$ cat src/pews_pkg.sv
`timescale 1ns / 1ps
// Package for the pixel edge weight stream: shared constants, the control flag
// struct and the elaboration-time builder for the exponential weight table.
// No dependencies.
package pews_pkg;

  // Defaults for the top level parameters.
  localparam int unsigned MAX_WIDTH_DEF   = 2048;
  localparam int unsigned WEIGHT_BITS_DEF = 16;

  // Fixed field widths.
  localparam int unsigned CH_W     = 8;
  localparam int unsigned PIX_W    = 3 * CH_W;
  localparam int unsigned IMG_W_W  = 12;
  localparam int unsigned IMG_H_W  = 16;
  localparam int unsigned CFG_D_W  = 16;
  localparam int unsigned ROM_DEPTH = 256;

  // Register reset values.
  localparam logic [IMG_W_W-1:0] IMG_W_RST = 12'd640;
  localparam logic [IMG_H_W-1:0] IMG_H_RST = 16'd480;

  // exp(-0.7) and 1e-6, both scaled by 2^32.
  localparam logic [63:0] EXP_STEP_Q32 = 64'd2132817639;
  localparam logic [63:0] EPS_Q32      = 64'd4295;

  // Configuration register indexes.
  typedef enum logic [0:0] {
    REG_IMAGE_WIDTH  = 1'b0,
    REG_IMAGE_HEIGHT = 1'b1
  } cfg_reg_e;

  // Border and frame flags of one item, from the raster counters.
  typedef struct packed {
    logic up_valid;
    logic left_valid;
    logic frame_last;
  } flags_t;

  // Table entry n: exp(-0.7*n) + 1e-6 as an unsigned fraction with wbits
  // fraction bits, saturated to all ones. Evaluated at elaboration only.
  function automatic logic [23:0] weight_entry(input int unsigned n,
                                               input int unsigned wbits);
    logic [63:0] v;
    logic [63:0] q;
    logic [63:0] maxw;
    int unsigned sh;
    v    = 64'd1 << 32;
    maxw = (64'd1 << wbits) - 64'd1;
    sh   = 32 - wbits;
    for (int unsigned k = 0; k < n; k++) begin
      v = (v * EXP_STEP_Q32 + (64'd1 << 31)) >> 32;
    end
    q = (v + EPS_Q32 + (64'd1 << (sh - 1))) >> sh;
    return (q > maxw) ? maxw[23:0] : q[23:0];
  endfunction

endpackage

$ cat src/pews_weight.sv
`timescale 1ns / 1ps
// Edge weight of two pixels: largest absolute channel difference looked up in
// the exponential weight table. Depends on pews_pkg.
module pews_weight import pews_pkg::*; #(
  parameter int unsigned WEIGHT_BITS = WEIGHT_BITS_DEF
) (
  input  logic [PIX_W-1:0]       pix_a_i,
  input  logic [PIX_W-1:0]       pix_b_i,
  input  logic                   valid_i,
  output logic [WEIGHT_BITS-1:0] weight_o
);

  logic [WEIGHT_BITS-1:0] rom [ROM_DEPTH];
  logic [CH_W-1:0]        diff [3];
  logic [CH_W-1:0]        max_ab;
  logic [CH_W-1:0]        max_all;

  for (genvar g = 0; g < ROM_DEPTH; g++) begin : g_rom
    assign rom[g] = WEIGHT_BITS'(weight_entry(g, WEIGHT_BITS));
  end

  always_comb begin
    for (int c = 0; c < 3; c++) begin
      if (pix_a_i[c*CH_W +: CH_W] > pix_b_i[c*CH_W +: CH_W]) begin
        diff[c] = pix_a_i[c*CH_W +: CH_W] - pix_b_i[c*CH_W +: CH_W];
      end else begin
        diff[c] = pix_b_i[c*CH_W +: CH_W] - pix_a_i[c*CH_W +: CH_W];
      end
    end
  end

  assign max_ab  = (diff[1] > diff[0]) ? diff[1] : diff[0];
  assign max_all = (diff[2] > max_ab) ? diff[2] : max_ab;

  // Border weights read as zero.
  assign weight_o = valid_i ? rom[max_all] : '0;

endmodule

$ cat config.mk
export PLATFORM = sky130hd
export DESIGN_NAME = pews_weight
export DESIGN_NICKNAME = d
export VERILOG_FILES = /design/src/pews_pkg.sv /design/src/pews_weight.sv
export SDC_FILE = /design/constraint.sdc
export NUM_CORES = 1
export LEC_CHECK = 0
export BUFFER_PORTS_ARGS = -buffer_cell sky130_fd_sc_hd__buf_4
export CORE_MARGIN = 2
export CORE_UTILIZATION = 37
export DETAILED_ROUTE_END_ITERATION = 12
export GPL_TIMING_DRIVEN = 0
export PLACE_DENSITY_LB_ADDON = 0.12
export RECOVER_POWER = 50
export SYNTH_ARGS = -nofsm -noshare
export SYNTH_HDL_FRONTEND = slang
export SYNTH_SLANG_ARGS = --single-unit
$ cat constraint.sdc
create_clock -name vclk -period 12.4
set_input_delay 0.62 -clock vclk [all_inputs]
set_output_delay 0.62 -clock vclk [all_outputs]
set_load 0.005 [all_outputs]
[After elaboration in Yosys (flattened, before gate mapping)]
Memories as Yosys holds them, arrays and structs flattened.
Index checks and enable logic that the tools add are counted.
Storage, ports and cells
  register bits after elaboration: 0
  bits in read-only memories: 4096
  output and inout port bits: 16
  logic and storage cells: 22
  memories: 1
Cells by class
  $add $sub $neg: 6
  magnitude comparators: 6
  multiplexer cells: 8
  bitwise operators: 1
Memory list
  (name not given): words 256, width 16, read ports 1, clocked after Yosys merged registers in 0, write ports 0, RTL line pews_weight.sv:36  | assign weight_o = valid_i ? rom[max_all] : '0;
Operators by type and width (count)
  16-bit two-way mux: 3
  8-bit subtractor: 6
  8-bit greater-than comparator: 5
  8-bit two-way mux: 5
  9-bit greater-or-equal comparator (second input constant): 1
  8-bit inverter with 9-bit output: 1

[Logic depth before layout (Yosys ltp)]
  depth after elaboration: 11
  mapped depth: 36
  mapped depth without buffers: 35

[Worst setup path after synthesis]
OpenSTA, ideal clock, no wires.
  kind: input port to output port
  start: input pix_a_i[0]
  end: output weight_o[2]
  arrival: 6975 ps
  path slack: 4805 ps
  stages: 32
  path through: inv_1 > ha_1 > inv_1 > fa_1 > nand3_1 > a21o_1 > a21o_1 > clkbuf_1 > mux2_2 > a21o_1 > a21oi_1 > xnor2_1 > inv_1 > ha_1 > a21o_1 > a21oi_1 > nand2b_1 > a21o_1 > o211ai_1 > mux2i_1 > ha_1 > nor2_1 > a2111oi_2 > nor4_1 > nor3_2 > o211ai_1 > nand2_1 > o21ai_1 > inv_1 > ha_1 > mux4_2 > and2_1
Between the ends
  cells in the longest elaborated chain, start to end: 11
  elaborated cells between the ends (all ways): 13
RTL lines
  start, declared: RTL line pews_weight.sv:7  | input logic [PIX_W-1:0] pix_a_i,
  8-bit subtractor, or another cell as far along: RTL line pews_weight.sv:27  | diff[c] = pix_b_i[c*CH_W +: CH_W] - pix_a_i[c*CH_W +: CH_W];
  8-bit two-way mux *: RTL line pews_weight.sv:24  | if (pix_a_i[c*CH_W +: CH_W] > pix_b_i[c*CH_W +: CH_W]) begin
  8-bit greater-than comparator: RTL line pews_weight.sv:32  | assign max_ab = (diff[1] > diff[0]) ? diff[1] : diff[0];
  8-bit two-way mux *: RTL line pews_weight.sv:32
  8-bit greater-than comparator: RTL line pews_weight.sv:33  | assign max_all = (diff[2] > max_ab) ? diff[2] : max_ab;
  8-bit two-way mux *: RTL line pews_weight.sv:33
  8-bit inverter with 9-bit output (not written as such) *: RTL line pews_weight.sv:36
  memory 256 x 16 bit *
  16-bit two-way mux (not written as such) * (2 in a row): RTL line pews_weight.sv:36
  16-bit two-way mux *: RTL line pews_weight.sv:36
  end, declared: RTL line pews_weight.sv:10  | output logic [WEIGHT_BITS-1:0] weight_o
Mark *: on every way between the ends. The rest lies on a longest branch, timed or not. The select of a mux whose other input is x is not followed.

[Worst setup path after layout]
  start: input pix_a_i[8]
  end: output weight_o[2]
The elaborated chain is that of the path after synthesis.

==> out/metrics.yaml <==
power_and_ir_drop:
  p_leak_nw: 2.031
  p_per_area_nw_per_um2: 158.3
  vdd_drop_max_mv: 0.1079
  p_total_mw: 0.6164
critical_path:
  endpoint: "weight_o[2]"
  critPathSlowestCell: "a21oi_1"
  critical_path_required_ns: 11.78
  cp-startpoint: "pix_a_i[8]"
  cp_max_fo: 8
  start_kind: "input pin"
  crit_arrival_ns: 9.05
  cpPeakStageDelay_ns: 0.77
  endpoint_kind: "output port"
  critPathKind: "in2out"
clock_tree:
  cts_setup_buffers: 0
  post_cts_resized: 0
  cts_hold_buf: 0
global_route:
  grt_pass1_vias: 3081
  overflow: 0
  antenna_found_initial: 0
  grt_pass1_wl_mm: 13.73
  grt_max_degree: 11
  grt.total_usage_pct: 15.92
route:
  routed_via_density: 5.340
  drt_first_pass_iters: 4
  num_vias: 3316
  drc: 0
  finalWirelength_mm: 8.006
  drt-initial-drc-count: 122
  ant_nets: 0
  routedWlPerCell_um: 12.89
logic_synthesis:
  netlist_instances: 448
  syn-num-nets: 566
  synth_area_leaders: "ha_1, inv_1, a21oi_1"
  ys_seq_area_share_pct: 0
  synth_warnings: 0
  syn_area_um2: 3294
  synth.avg_cell_area_um2: 7.354
  synth_top_cell_by_area: "ha_1"
  synth.distinct_cells: 73
  synth_top_area_share_pct: 23.93
floorplanning:
  start_util_pct: 37.96
  ioPinCount: 65
  core_um2: 8678
  die_h_um: 98.36
  die_x_um: 98.36
  die_area_um2: 9675
  std_cell_rows: 34
cells_and_area:
  seq_cells: 0
  drive_above_1_share_pct: 17.93
  regArea_um2: 0
  fin_cells: 621
  n_clock_buffer: 0
  antenna_cells: 0
  nNetsFinal: 633
  syn_to_final_growth_pct: 18.19
job:
  maxCapViolCount: 0
placement:
  dp_hpwl_mm: 6.943
  dp_cells: 621
  io_buffers: 65
  gp_congestion: 0.7838
sta:
  hold_violations: 0
  fin_setup_tns_ns: 0
  setup_viol: 0
  min_period_ns: 9.666
  fmax_mhz: 103.5
  fin_crit_sh_pct: 77.95
  slew_violations: 0
  worst_pin_slew_ns: 0.9543
  relSlewSlack_pct: 36.38
  rsz0062_at_grt: "no"
min_path:
  hp-class: "in2out"
status:
  status: "complete, no violations"
metrics by stage:
| stage | worst slack (ns) | hold WS, ns | utilization (%) | instance area [um2] |
|---|---|---|---|---|
| 2_1_floorplan | 4.805 | 1.372 | - | 3294 |
| 3_3_place_gp | 3.480 | 1.613 | 45.14 | 3918 |
| 3_5_place_dp | 3.363 | 1.611 | 45.14 | 3918 |
| 4_1_cts | 3.360 | 1.611 | 45.14 | 3918 |
| 5_1_grt | 2.087 | 1.614 | 44.87 | 3894 |
| 6_report | 2.734 | 1.605 | 44.87 | 3894 |
report_power, final:
part	internal, mW	leakage, nW	switching (mW)
registers	0	0	0
clock network	0	0	0
logic	0.257	2.03	0.359
total	0.257	2.03	0.359
worst min path at each step:
stage	startpoint	endpoint	slack [ns]	cells after the start
after detailed placement	valid_i	weight_o[0]	1.61	3
after global placement	valid_i	weight_o[0]	1.61	3
after floorplan	valid_i	weight_o[0]	1.37	1
after global routing	valid_i	weight_o[0]	1.61	3
after CTS	valid_i	weight_o[0]	1.61	3
final	valid_i	weight_o[0]	1.61	3
final cells by class:
class | instances | area [um2]
tap | 108 | 135.1
inverter | 73 | 274.0
fill | 915 | 4785
multi-input combinational | 371 | 2980
buffer | 4 | 16.27
timing repair buffer | 65 | 488.0
cells in the mapped netlist (all sizes together), types with 3 or more instances:
master  number
o21a         9
inv         73
a21boi       4
a221oi       3
a21o        13
o211ai       7
fa           6
nor4         7
nor2        23
and3         8
xnor2       13
a21oi       41
nand2b       3
ha          63
a31oi        4
a211oi       3
nand2       23
nor2b        9
nand3        8
a32o         3
mux2        12
clkbuf       3
o21bai       3
xor2         4
nor3        14
o22ai        4
nand4        9
mux2i       20
o21ai       19
cell usage in the layout, fill, tap and decap left out, types with 6 or more instances in the layout:
master / instances
nand2_1: 23
nand3_1: 8
buf_4: 63
nand4_1: 7
a21oi_1: 41
nor3_1: 14
nor4_1: 7
ha_1: 63
nor2b_1: 9
and3_1: 7
mux2_2: 8
fa_1: 6
xnor2_1: 13
mux2i_1: 20
o21a_1: 9
a21o_1: 13
nor2_1: 22
inv_1: 71
o211ai_1: 7
o21ai_0: 16
per-layer routing:
layer | global-route usage [%] | wire length [um] | vias to the layer above
met5 | 0 | 0 | -
met4 | 0.6322 | 41 | 0
met3 | 0.07158 | 252 | 2
met2 | 28.05 | 3626 | 67
met1 | 23.05 | 4085 | 1492
li1 | - | - | 1755
worst max-delay path: cells and delay by family:
kind                       cells  cell delay (ns)
AOI/OAI and AO/OA             11             3.74
and+or+nand+nor                8             1.51
adders and majority gates      5             1.30
muxes                          3             1.08
buffers and inverters          5             0.57
xor gates and xnor gates       1             0.22
cells by family after synthesis:
family,synth area share [%]
AOI/OAI and AO/OA,29.05
and+or+nand+nor,18.95
buffers and inverters,8.811
adders and majority gates,27.57
muxes,11.09
xor gates and xnor gates,4.519
No activity file was read; power rests on OpenSTA's default activity.
