File: config.mk
export PLATFORM = sky130hd
export DESIGN_NAME = pews_raster
export DESIGN_NICKNAME = d
export VERILOG_FILES = /design/src/pews_pkg.sv /design/src/pews_raster.sv
export SDC_FILE = /design/constraint.sdc
export NUM_CORES = 1
export LEC_CHECK = 0
export BUFFER_PORTS_ARGS = -buffer_cell sky130_fd_sc_hd__buf_2
export CELL_PAD_IN_SITES_DETAIL_PLACEMENT = 1
export CELL_PAD_IN_SITES_GLOBAL_PLACEMENT = 2
export CORE_MARGIN = 5
export CORE_UTILIZATION = 41
export CTS_CLUSTER_DIAMETER = 100
export DETAILED_ROUTE_END_ITERATION = 10
export PLACE_DENSITY = 0.95
export SYNTH_ARGS = -nofsm -noshare
export SYNTH_HDL_FRONTEND = slang
export SYNTH_SLANG_ARGS = --single-unit
File: constraint.sdc
create_clock -name clk_i -period 9.6 [get_ports clk_i]
set_clock_uncertainty 0.1 [all_clocks]
set_input_delay 0.96 -clock clk_i [delete_from_list [all_inputs] [get_ports clk_i]]
set_output_delay 0.96 -clock clk_i [all_outputs]
set_load 0.01 [all_outputs]
File: src/pews_pkg.sv
`timescale 1ns / 1ps
// Package for the pixel edge weight stream: shared constants, the control flag
// struct and the elaboration-time builder for the exponential weight table.
// No dependencies.
package pews_pkg;

  // Defaults for the top level parameters.
  localparam int unsigned MAX_WIDTH_DEF   = 2048;
  localparam int unsigned WEIGHT_BITS_DEF = 16;

  // Fixed field widths.
  localparam int unsigned CH_W     = 8;
  localparam int unsigned PIX_W    = 3 * CH_W;
  localparam int unsigned IMG_W_W  = 12;
  localparam int unsigned IMG_H_W  = 16;
  localparam int unsigned CFG_D_W  = 16;
  localparam int unsigned ROM_DEPTH = 256;

  // Register reset values.
  localparam logic [IMG_W_W-1:0] IMG_W_RST = 12'd640;
  localparam logic [IMG_H_W-1:0] IMG_H_RST = 16'd480;

  // exp(-0.7) and 1e-6, both scaled by 2^32.
  localparam logic [63:0] EXP_STEP_Q32 = 64'd2132817639;
  localparam logic [63:0] EPS_Q32      = 64'd4295;

  // Configuration register indexes.
  typedef enum logic [0:0] {
    REG_IMAGE_WIDTH  = 1'b0,
    REG_IMAGE_HEIGHT = 1'b1
  } cfg_reg_e;

  // Border and frame flags of one item, from the raster counters.
  typedef struct packed {
    logic up_valid;
    logic left_valid;
    logic frame_last;
  } flags_t;

  // Table entry n: exp(-0.7*n) + 1e-6 as an unsigned fraction with wbits
  // fraction bits, saturated to all ones. Evaluated at elaboration only.
  function automatic logic [23:0] weight_entry(input int unsigned n,
                                               input int unsigned wbits);
    logic [63:0] v;
    logic [63:0] q;
    logic [63:0] maxw;
    int unsigned sh;
    v    = 64'd1 << 32;
    maxw = (64'd1 << wbits) - 64'd1;
    sh   = 32 - wbits;
    for (int unsigned k = 0; k < n; k++) begin
      v = (v * EXP_STEP_Q32 + (64'd1 << 31)) >> 32;
    end
    q = (v + EPS_Q32 + (64'd1 << (sh - 1))) >> sh;
    return (q > maxw) ? maxw[23:0] : q[23:0];
  endfunction

endpackage

File: src/pews_raster.sv
`timescale 1ns / 1ps
// Raster position tracking: image size registers, column and row counters,
// border and last-pixel flags. Depends on pews_pkg.
module pews_raster import pews_pkg::*; #(
  parameter int unsigned MAX_WIDTH = MAX_WIDTH_DEF
) (
  input  logic                         clk_i,
  input  logic                         rst_ni,
  input  logic                         cfg_we_i,
  input  logic [0:0]                   cfg_idx_i,
  input  logic [CFG_D_W-1:0]           cfg_wdata_i,
  input  logic                         step_i,
  output logic [$clog2(MAX_WIDTH)-1:0] col_o,
  output flags_t                       flags_o
);

  localparam int unsigned AW = $clog2(MAX_WIDTH);
  localparam int unsigned CW = (AW + 1 > IMG_W_W + 1) ? AW + 1 : IMG_W_W + 1;

  logic [IMG_W_W-1:0] width_q;
  logic [IMG_H_W-1:0] height_q;
  logic [AW-1:0]      col_q, col_d;
  logic [IMG_H_W-1:0] row_q, row_d;
  logic [CW-1:0]      width_ext;
  logic [CW-1:0]      last_col;
  logic [IMG_H_W-1:0] last_row;
  logic               row_end;
  logic               frame_end;

  always_ff @(posedge clk_i or negedge rst_ni) begin
    if (!rst_ni) begin
      width_q  <= IMG_W_RST;
      height_q <= IMG_H_RST;
    end else if (cfg_we_i) begin
      case (cfg_reg_e'(cfg_idx_i))
        REG_IMAGE_WIDTH:  width_q  <= cfg_wdata_i[IMG_W_W-1:0];
        REG_IMAGE_HEIGHT: height_q <= cfg_wdata_i[IMG_H_W-1:0];
        default: ;
      endcase
    end
  end

  // A width of zero acts as one; a width beyond the line store is clamped.
  assign width_ext = CW'(width_q);

  always_comb begin
    if (width_ext == '0) begin
      last_col = '0;
    end else if (width_ext > CW'(MAX_WIDTH)) begin
      last_col = CW'(MAX_WIDTH - 1);
    end else begin
      last_col = width_ext - CW'(1);
    end
  end

  assign last_row  = (height_q == '0) ? '0 : height_q - IMG_H_W'(1);
  assign row_end   = CW'(col_q) >= last_col;
  assign frame_end = row_end && (row_q >= last_row);

  always_comb begin
    col_d = col_q;
    row_d = row_q;
    if (step_i) begin
      if (row_end) begin
        col_d = '0;
        row_d = frame_end ? '0 : row_q + IMG_H_W'(1);
      end else begin
        col_d = col_q + AW'(1);
      end
    end
  end

  always_ff @(posedge clk_i or negedge rst_ni) begin
    if (!rst_ni) begin
      col_q <= '0;
      row_q <= '0;
    end else begin
      col_q <= col_d;
      row_q <= row_d;
    end
  end

  assign col_o              = col_q;
  assign flags_o.up_valid   = (row_q != '0);
  assign flags_o.left_valid = (col_q != '0);
  assign flags_o.frame_last = frame_end;

endmodule

# ---- After elaboration in Yosys (flattened, before gate mapping)
# Cells that the tools add are included.
dict set report classes {
  addsub 4
  n_reduce_logical 8
  n_bitwise 1
  magnitude_cmp 3
  n_mux 5
}
# operator count
set op_table {}
lappend op_table {{$mux W16} 2}
lappend op_table {{$mux W13} 2}
lappend op_table {{$add A16 B1 Y16 const B} 1}
lappend op_table {{$ge A16 B16 Y1} 1}
lappend op_table {{$logic_not A16 Y1} 1}
lappend op_table {{$reduce_bool A16 Y1} 1}
lappend op_table {{$sub A16 B1 Y16 const B} 1}
lappend op_table {{$ge A11 B13 Y1} 1}
lappend op_table {{$logic_not A13 Y1} 1}
lappend op_table {{$sub A12 B1 Y13 const B} 1}
lappend op_table {{$gt A12 B12 Y1 const B} 1}
lappend op_table {{$add A11 B1 Y11 const B} 1}
lappend op_table {{$mux W11} 1}
lappend op_table {{$reduce_bool A11 Y1} 1}
lappend op_table {{$reduce_and A2 Y1} 3}
lappend op_table {{$logic_and A1 B1 Y1} 1}
lappend op_table {{$not A1 Y1} 1}
dict set report word_totals {
  wordCells 25
  reg_bits 55
  out_inout_bits 14
  in_bits 21
}

# ---- Logic depth before layout (Yosys ltp)
# Gate-level depths: netlist (run 1).
dict set report depth {
  depth_word 6
  ltp_mapped 15
  mapped_depth_nobuf 13
}

# ---- Worst setup path after synthesis (run 1)
# Ideal clock, no wire load.
dict set report synth_timing {
  path_kind {reg-to-output}
  start {reg height_q[9]}
  end {out flags_o[0] (netlist name)}
  path_slack_ns 5.381
  arrival_time_ns 3.159
  path_buffers 2
  stages_incl_launch_ff 15
  required_ns 8.540
  cell_sequence {dfrtp_1 or4_4 nor4_2 nand2b_1 or3_1 nor3_1 a21oi_1 ha_1 nand2_1 o21a_1 o41a_1 a22oi_1 buf_2 and3_1 buf_4}
}
dict set report synth_via {
  elab_chain_cells 4
  word_cells_on_any_way 5
  classes_between {add/sub: 1; order compare: 1; mux: 1; reduce/logical: 2}
}
# item line_no
set synth_rtl {}
lappend synth_rtl {{start: declaration} pews_raster.sv:21} ;# logic [IMG_H_W-1:0] height_q;
lappend synth_rtl {{start signal: assignment} pews_raster.sv:37} ;# REG_IMAGE_HEIGHT: height_q <= cfg_wdata_i[IMG_H_W-1:0];
lappend synth_rtl {{$sub A16 B1 Y16 or $logic_not A16 Y1 (tied branches)} pews_raster.sv:56} ;# assign last_row = (height_q == '0) ? '0 : height_q - IMG_H_W'(1);
lappend synth_rtl {{$mux W16 *} pews_raster.sv:56}
lappend synth_rtl {{$ge A16 B16 Y1 *} pews_raster.sv:58} ;# assign frame_end = row_end && (row_q >= last_row);
lappend synth_rtl {{$logic_and A1 B1 Y1 *} pews_raster.sv:58}
lappend synth_rtl {{end: declaration} pews_raster.sv:14} ;# output flags_t flags_o
# Mark *: on every way between the ends. The rest lies on a longest branch, timed or not.

==> impl_metrics.env, run 1 <==
export IMPL_status="complete, no violations"
export IMPL_synth_async_sr_flop_share=1.000
export IMPL_hold_depth=1
export IMPL_rows=35
export IMPL_drive_above_1_share=0.1808
export IMPL_cp_endpoint="flags_o[0]"
export IMPL_clk_path_buf_depth=2
export IMPL_fp_coreArea_um2=9240
export IMPL_drt_initial_drc_count=69
export IMPL_setup_tns_ps=0
export IMPL_cap_violations=0
export IMPL_vias=3277
export IMPL_worstMarginPinSlew_ps=1096
export IMPL_synth_warning_count=0
export IMPL_grt_pass1_vias=3531
export IMPL_overflow=0
export IMPL_cts_sinks=55
export IMPL_cts_max_level=2
export IMPL_p_leak_nw=1.984
export IMPL_finalMaxSlewViolations=0
export IMPL_drcViolationCount=0
export IMPL_setup_slack_ps=4340
export IMPL_diodes=0
export IMPL_synth_cell_types=58
export IMPL_synth_main_ff_cell="dfrtp_1"
export IMPL_gp_congestion=0.8135
export IMPL_post_place_ws_ps=4759
export IMPL_reg2reg_from="height_q[9]"
export IMPL_powerDensity_nw_per_um2=163.8
export IMPL_hold_violations=0
export IMPL_cts_clk_slew_worst_paths_ps=100
export IMPL_fp_dieW_um=107.2
export IMPL_avgSynthCellArea_um2=9.360
export IMPL_rr_worst_depth=13
export IMPL_cts_root_buffer="clkbuf_8"
export IMPL_dp_hpwl_um=8068
export IMPL_cts_hold_buf=0
export IMPL_ir_worst_vdd_mv=0.07933
export IMPL_criticalPathCategory="register to output pin"
export IMPL_hp_start="width_q[4]"
export IMPL_die_y_um=107.2
export IMPL_start_util=0.4194
export IMPL_crit_path_start_kind="register"
export IMPL_rsz0062_at_grt="no"
export IMPL_grt_max_degree=56
export IMPL_port_buffers=34
export IMPL_r2r_slack_ps=5380
export IMPL_netlist_area_um2=3875
export IMPL_slew_headroom=0.2676
export IMPL_drtAntennaViolNets=0
export IMPL_worst_endpoint_arrival_ps=4200
export IMPL_grt_antenna_before_repair=0
export IMPL_insertion_delay_ps=310
export IMPL_final_period_utilization=0.5480
export IMPL_post_cts_resized=0
export IMPL_finalSetupViolCount=0
export IMPL_first_pass_iters=4
export IMPL_cts_tree="yes"
export IMPL_area_growth_pct=10.46
export IMPL_crit_fanout=12
export IMPL_cp_required_ps=8540
export IMPL_track_usage=0.1900
export IMPL_hold_class="register to register"
export IMPL_fin_crit_ps=5260
export IMPL_via_per_inst=5.679
export IMPL_cts_made_buffers=5
export IMPL_io_pins=35
export IMPL_wl_per_cell_um=17.74
export IMPL_rr_endpoint="row_q[6]"
export IMPL_synth_edf_count=0
export IMPL_grt_pass1_wl_um=17820
export IMPL_ys_seq_area_frac=0.3571
export IMPL_die_area_um2=11500
export IMPL_syn_nets=469
export IMPL_cts_setup_buffers=0
export IMPL_ys_ff_latch=55
export IMPL_critPathLaunch="height_q[9]"
export IMPL_nFillCells=1088
export IMPL_endpoint_kind="output pin"
export IMPL_synth_cells=414
export IMPL_wl_um=10230
export IMPL_nets=502
export IMPL_fmaxAchievable_mhz=190.1
## critical path: stages (launching register included)
cell      delay [ps]
dfrtp_1          430
or4_4            570
nor4_2           190
nand2b_1         130
or3_1            380
nor3_1           140
a21oi_1           70
ha_1             320
nand2_1           70
o21a_1           200
o41a_1           140
a22oi_1          820
and3_1           290
buf_2            140
## cells in the mapped netlist, types with 10 or more instances
master	number	area share
a21oi_1	18	0.023
a22o_1	10	0.023
and3_1	16	0.026
dfrtp_1	49	0.32
ha_1	34	0.11
inv_1	17	0.016
mux2_2	24	0.070
nand2_1	44	0.043
nor2_1	35	0.034
nor3_1	13	0.017
o211ai_1	13	0.025
o21ai_0	16	0.021
xor2_1	17	0.038
## power breakdown
part	internal (mW)	switching [mW]	total, mW
registers	0.268	0.0583	0.327
clock network	0.0779	0.0805	0.158
logic	0.0983	0.118	0.216
total	0.444	0.257	0.701
## placed cells by master (no fill, tap or decap), types with 2 or more instances in the layout
master    instances
o21ai_0          16
nand4_1           6
or3_1             4
nor3_1           13
dfrtp_1          49
o221ai_1          2
nor2b_1           8
xnor2_1           8
clkbuf_8          5
a21oi_1          18
a221o_1           3
dfstp_2           6
nor3b_1           2
o211ai_1         13
xor2_1           17
nand3_1           8
a211o_1           3
nand2_1          44
nand2b_1          5
o22ai_1           2
mux2i_1           2
nand3b_1          2
mux2_2           24
nand4b_1          2
nor2_1           35
a22o_1           10
and2_1            4
nor4_1            7
and3_1           16
buf_2            34
ha_1             34
a211oi_1          2
inv_1            17
## registers in the layout, indices dropped and copies added, names as in the netlist
register,count
height_q,16
col_o,11
row_q,16
width_q,12
## per-layer routing
layer | up-vias | GRT usage | wire length (um)
met5 | - | 0 | 0
met4 | 0 | 0.04201 | 148
met3 | 11 | 0.02228 | 301
met2 | 51 | 0.3378 | 5207
met1 | 1627 | 0.2466 | 4576
li1 | 1588 | - | -
## cell families after synthesis
family                   synth area share
AND/OR/NAND/NOR                    0.2212
AO/OA/AOI/OAI                      0.1505
flip-flops                         0.3571
adder cells (fa/ha/maj)            0.1098
buffers and inverters             0.03003
multiplexers                      0.07491
XOR/XNOR                          0.05651
## how the worst min path moves through the flow
stage	slack (ps)	to
after floorplan	400	width_q[10]
after global placement	430	height_q[9]
after detailed placement	450	width_q[4]
after CTS	480	width_q[4]
after global routing	500	width_q[4]
final	480	width_q[4]
## final cells by class
class / count / area (um2) / share of cell area
Sequential cell: 55 / 1384 / 0.3233
Tap cell: 129 / 161.4 / 0.03771
Clock inverter: 3 / 43.79 / 0.01023
Clock buffer: 5 / 68.82 / 0.01608
Inverter: 18 / 70.07 / 0.01637
Multi-Input combinational cell: 332 / 2375 / 0.5548
Timing Repair Buffer: 35 / 177.7 / 0.04151
## per-stage QoR
step / cell area [um2] / hold slack [ps] / utilization / std cells / total power, mW
finish: 4280 / 476.4 / 0.4632 / 577 / 0.7013
global route: 4280 / 496.0 / 0.4632 / 577 / 0.7583
CTS: 4280 / 479.3 / 0.4632 / 577 / 0.7109
detailed placement: 4168 / 454.7 / 0.4510 / 569 / 0.5510
global placement: 4168 / 434.7 / 0.4510 / 569 / 0.5324
floorplan: 3875 / 404.4 / - / 414 / 0.4655
(Power assumes the default switching activity.)
==> run 2: changes to the inputs <==
--- a/config.mk
+++ b/config.mk
@@ -9,10 +9,10 @@
 export CELL_PAD_IN_SITES_DETAIL_PLACEMENT = 1
 export CELL_PAD_IN_SITES_GLOBAL_PLACEMENT = 2
 export CORE_MARGIN = 5
-export CORE_UTILIZATION = 41
+export CORE_UTILIZATION = 38
 export CTS_CLUSTER_DIAMETER = 100
 export DETAILED_ROUTE_END_ITERATION = 10
-export PLACE_DENSITY = 0.95
+export PLACE_DENSITY = 0.91
 export SYNTH_ARGS = -nofsm -noshare
 export SYNTH_HDL_FRONTEND = slang
 export SYNTH_SLANG_ARGS = --single-unit
==> constraint.sdc (replaced) <==
create_clock -name clk_i -period 5 [get_ports clk_i]
set_clock_uncertainty 0.1 [all_clocks]
set_input_delay 0.5 -clock clk_i [delete_from_list [all_inputs] [get_ports clk_i]]
set_output_delay 0.5 -clock clk_i [all_outputs]
set_load 0.01 [all_outputs]
==> run 2 against run 1 <==
  * Sequential power rose by 92%
  * Sequential cell count is the same
  * Register-to-register slack got worse by 4400 ps
  * Via count down 0.12%
  * Utilization decreased by 2.8 points
  * Final cell count is 0.87% higher
  * Cell area increased by 0.41%
  * Combinational power is 89% higher
  * Critical path type unchanged
  * Hold slack lost 280 ps
  * Clock power is 99% higher
  * Critical path depth rose by 1
  * Count of clock-buffer cells in the layout is 1 higher
==> impl_metrics.env, run 2 (same netlist as run 1, synthesis figures left out) <==
export IMPL_hold_violations=0
export IMPL_fin_util=0.4357
export IMPL_wl_per_cell_um=17.43
export IMPL_track_usage=0.1740
export IMPL_cts_hold_buf=0
export IMPL_fp_dieW_um=111.0
export IMPL_gp_congestion=0.7951
export IMPL_diodes=0
export IMPL_nets=503
export IMPL_drive_above_1_share=0.1826
export IMPL_grt_pass1_vias=3506
export IMPL_status="complete, no violations"
export IMPL_final_cells=582
export IMPL_place_inst=574
export IMPL_finalSetupViolCount=0
export IMPL_cts_setup_buffers=0
export IMPL_whs_ps=195.9
export IMPL_dp_hpwl_um=7970
export IMPL_vias=3273
export IMPL_port_buffers=34
export IMPL_grt_max_degree=56
export IMPL_start_util=0.3928
export IMPL_r2r_slack_ps=1010
export IMPL_rr_endpoint="row_q[4]"
export IMPL_crit_path_start_kind="register"
export IMPL_area_growth_pct=10.91
export IMPL_final_common_cell="dfrtp_1"
export IMPL_cts_root_buffer="clkbuf_8"
export IMPL_post_cts_resized=0
export IMPL_via_per_inst=5.624
export IMPL_drcViolationCount=0
export IMPL_cts_made_buffers=5
export IMPL_top_regs="height_q (16), row_q (16), width_q (12)"
export IMPL_grt_antenna_before_repair=0
export IMPL_die_y_um=111.0
export IMPL_rows=36
export IMPL_wl_um=10140
export IMPL_criticalPathCategory="register to output pin"
export IMPL_first_pass_iters=4
export IMPL_slew_headroom=0.2458
export IMPL_cap_violations=0
export IMPL_fin_crit_ps=4330
export IMPL_rr_worst_depth=14
export IMPL_cp_required_ps=4400
export IMPL_p_total_mw=1.353
export IMPL_insertion_delay_ps=320
export IMPL_crit_fanout=12
export IMPL_finalMaxSlewViolations=0
export IMPL_powerDensity_nw_per_um2=314.8
export IMPL_grt_pass1_wl_um=17710
export IMPL_nFillCells=1160
export IMPL_die_area_um2=12320
export IMPL_fmaxAchievable_mhz=231.0
export IMPL_cts_tree="yes"
export IMPL_endpoint_kind="output pin"
export IMPL_cts_clk_slew_worst_paths_ps=100
export IMPL_drtAntennaViolNets=0
export IMPL_io_pins=35
export IMPL_cts_sinks=55
export IMPL_reg2reg_from="height_q[9]"
export IMPL_setup_tns_ps=0
export IMPL_final_cell_mix="dfrtp_1, nand2_1, nor2_1"
export IMPL_overflow=0
export IMPL_p_leak_nw=1.992
export IMPL_rsz0062_at_grt="no"
export IMPL_fp_coreArea_um2=9864
export IMPL_clk_path_buf_depth=2
export IMPL_cts_max_level=2
export IMPL_hold_class="input port to async pin"
export IMPL_final_period_utilization=0.8659
export IMPL_ir_worst_vdd_mv=0.1459
export IMPL_drt_initial_drc_count=115
export IMPL_worstMarginPinSlew_ps=1129
export IMPL_worst_endpoint_arrival_ps=3730
run 2: area by class of cell:
| cell class | count | area (um2) | area share |
|---|---|---|---|
| Clock buffer | 6 | 82.58 | 0.01921 |
| Tap cell | 133 | 166.4 | 0.03872 |
| Timing Repair Buffer | 36 | 185.2 | 0.04309 |
| Multi-Input combinational cell | 332 | 2375 | 0.5525 |
| Clock inverter | 2 | 35.03 | 0.008151 |
| Inverter | 18 | 70.07 | 0.01630 |
| Sequential cell | 55 | 1384 | 0.3220 |
run 2: worst max path at each step:
stage	slack (ps)	from	endpoint
2_1_floorplan	1240	height_q[9]	flags_o[0]
4_1_cts	620	height_q[9]	flags_o[0]
5_1_grt	290	height_q[9]	flags_o[0]
6_report	670	height_q[9]	flags_o[0]
3_5_place_dp	970	height_q[9]	flags_o[0]
3_3_place_gp	1100	height_q[9]	flags_o[0]
run 2: metal layers:
metal | vias to the layer above | track usage | routed length, um
li1 | 1583 | - | -
met1 | 1640 | 0.2301 | 4793
met2 | 42 | 0.3038 | 4997
met3 | 8 | 0.02675 | 280
met4 | 0 | 0.03120 | 72
met5 | - | 0 | 0
run 2: power by group:
group	switching, mW	internal [mW]	leakage, nW
clock	0.153	0.162	0.0612
combinational	0.221	0.188	1.27
sequential	0.114	0.515	0.662
run 2: critical path, stage by stage, from the launching register on:
cell,delay [ps]
dfrtp_1,420
or4_4,570
nor4_2,200
nand2b_1,130
or3_1,390
nor3_1,140
a21oi_1,60
ha_1,310
a21oi_1,160
o21a_1,210
o41a_1,210
a22oi_1,80
buf_4,200
and3_1,190
buf_2,140
run 2: per-stage QoR:
| stage | worst slack, ps | area, um2 |
|---|---|---|
| floorplan | 1241 | 3875 |
| global placement | 1101 | 4180 |
| detailed placement | 972.9 | 4180 |
| CTS | 617.4 | 4298 |
| global route | 292.7 | 4298 |
| finish | 670.4 | 4298 |
==> run 3: changes to the inputs <==
--- a/config.mk
+++ b/config.mk
@@ -8,6 +8,7 @@
 export BUFFER_PORTS_ARGS = -buffer_cell sky130_fd_sc_hd__buf_2
 export CELL_PAD_IN_SITES_DETAIL_PLACEMENT = 1
 export CELL_PAD_IN_SITES_GLOBAL_PLACEMENT = 2
+export CORE_ASPECT_RATIO = 1.25
 export CORE_MARGIN = 5
 export CORE_UTILIZATION = 38
 export CTS_CLUSTER_DIAMETER = 100
==> run 3 against run 2 <==
  * Sequential cell count stayed put
  * Hold slack better by 31 ps
  * Global-route usage is 0.76 points higher
  * Fmax is 0.34% lower
  * First-iteration DRC count is 4.3% lower
  * Worst setup slack worse by 15 ps
  * Via count is 0.76% lower
  * Utilization is 0.55 points lower
  * Register-to-register slack worse by 80 ps
  * Die area is 0.10% higher
  * Final cell count is 0.69% lower
  * Largest power group unchanged
==> impl_metrics.env, run 3 (same netlist as run 1, synthesis figures left out) <==
export IMPL_drtAntennaViolNets=0
export IMPL_grt_antenna_before_repair=0
export IMPL_place_inst=570
export IMPL_stdcell_area_um2=4325
export IMPL_top_regs="height_q (16), row_q (16), width_q (12)"
export IMPL_gp_congestion=0.8199
export IMPL_grt_max_degree=56
export IMPL_cts_root_buffer="clkbuf_16"
export IMPL_overflow=0
export IMPL_finalSetupViolCount=0
export IMPL_rows=41
export IMPL_final_cells=578
export IMPL_rsz0062_at_grt="no"
export IMPL_via_per_inst=5.619
export IMPL_crit_path_start_kind="register"
export IMPL_crit_chain="or4_4 -> nor4_2 -> nand2b_1 -> or3_1 -> nor3_1 -> a21oi_1 -> ha_1 -> a21oi_1 -> o21a_1 -> o41a_1 -> a22oi_1 -> buf_4 -> and3_1 -> buf_2"
export IMPL_start_util=0.3854
export IMPL_nets=503
export IMPL_cp_slowest_cell="or4_4"
export IMPL_worst_endpoint_arrival_ps=3740
export IMPL_diodes=0
export IMPL_final_common_cell="dfrtp_1"
export IMPL_whs_ps=227.2
export IMPL_fp_coreArea_um2=10050
export IMPL_cts_max_level=2
export IMPL_p_leak_nw=2.001
export IMPL_crit_path_frequent_cell="a21oi_1"
export IMPL_cts_setup_buffers=0
export IMPL_io_pins=35
export IMPL_insertion_delay_ps=300
export IMPL_crit_fanout=12
export IMPL_status="complete, no violations"
export IMPL_vias=3248
export IMPL_dp_hpwl_um=8094
export IMPL_drive_above_1_share=0.1826
export IMPL_grt_pass1_wl_um=17780
export IMPL_cts_sinks=55
export IMPL_cp_slowest_stage_delay_ps=580
export IMPL_drt_initial_drc_count=110
export IMPL_first_pass_iters=4
export IMPL_cp_required_ps=4400
export IMPL_die_y_um=122.9
export IMPL_post_cts_resized=0
export IMPL_hold_class="input port to async pin"
export IMPL_post_dp_cell_area_um2=4175
export IMPL_cts_tree="yes"
export IMPL_slew_headroom=0.2616
export IMPL_hold_violations=0
export IMPL_ir_worst_vdd_mv=0.1726
export IMPL_crit_buf_inv=2
export IMPL_track_usage=0.1816
export IMPL_cap_violations=0
export IMPL_grt_pass1_vias=3494
export IMPL_powerDensity_nw_per_um2=326.6
export IMPL_cts_clk_slew_worst_paths_ps=80
export IMPL_critPathTopFamily="simple AND/OR/NAND/NOR gates"
export IMPL_fin_crit_ps=4344
export IMPL_p_total_mw=1.413
export IMPL_cts_hold_buf=0
export IMPL_area_growth_pct=11.62
export IMPL_final_cell_mix="dfrtp_1, nand2_1, nor2_1"
export IMPL_worstMarginPinSlew_ps=1105
export IMPL_drcViolationCount=0
export IMPL_nFillCells=1212
export IMPL_finalMaxSlewViolations=0
export IMPL_fmaxAchievable_mhz=230.2
export IMPL_setup_tns_ps=0
export IMPL_criticalPathCategory="register to output pin"
export IMPL_final_period_utilization=0.8689
export IMPL_die_area_um2=12330
export IMPL_clk_path_buf_depth=2
export IMPL_port_buffers=34
export IMPL_cts_made_buffers=5
export IMPL_fp_dieW_um=100.3
export IMPL_wl_um=10380
export IMPL_wl_per_cell_um=17.96
export IMPL_endpoint_kind="output pin"
## run 3: worst reg2reg max path, delay by kind of cell (launching register included)
| family | cells | cell delay [ps] |
|---|---|---|
| DFF | 1 | 410 |
| and+or+nand+nor | 7 | 1800 |
| AOI/OAI and AO/OA | 5 | 1300 |
| adders and majority gates | 1 | 320 |
## run 3: worst paths after layout
| check | from | end | slack (ps) | cells after the start |
|---|---|---|---|---|
| worst max-delay path | height_q[9] | flags_o[0] | 660 | 14 |
| worst min-delay path | rst_ni | col_o[4] | 230 | 2 |
| worst max register to register | height_q[9] | row_q[14] | 930 | 13 |
| worst min register to register | width_q[10] | width_q[10] | 470 | 1 |
| max in group asynchronous | rst_ni | row_q[0] | 4090 | 2 |
| min in group clk_i | cfg_wdata_i[14] | height_q[14] | 330 | 2 |
## run 3: per-stage QoR
step | worst slack [ps] | util
finish | 655.6 | 0.4302
global route | 425.3 | 0.4302
CTS | 653.8 | 0.4302
detailed placement | 1021 | 0.4153
global placement | 1088 | 0.4153
floorplan | 1241 | -
## run 3: cell type report
class | count | area (um2) | share of cell area
clock buffers | 5 | 125.1 | 0.02893
clock inverters | 3 | 25.02 | 0.005785
inverters | 18 | 70.07 | 0.01620
multi-input cells | 332 | 2375 | 0.5490
flip-flops and latches | 55 | 1384 | 0.3199
well taps | 129 | 161.4 | 0.03732
repair buffers | 36 | 185.2 | 0.04281
## run 3: per-layer routing
| metal | global-route usage | up-vias | part of all wire |
|---|---|---|---|
| met5 | 0 | - | 0 |
| met4 | 0.05560 | 0 | 0.021 |
| met3 | 0.02822 | 16 | 0.019 |
| met2 | 0.3226 | 35 | 0.52 |
| met1 | 0.2258 | 1619 | 0.44 |
| li1 | - | 1578 | - |
## run 3: report_power, final
group / internal (mW) / switching, mW
Sequential: 0.515 / 0.106
Clock: 0.188 / 0.180
Combinational: 0.190 / 0.233
Total: 0.894 / 0.519
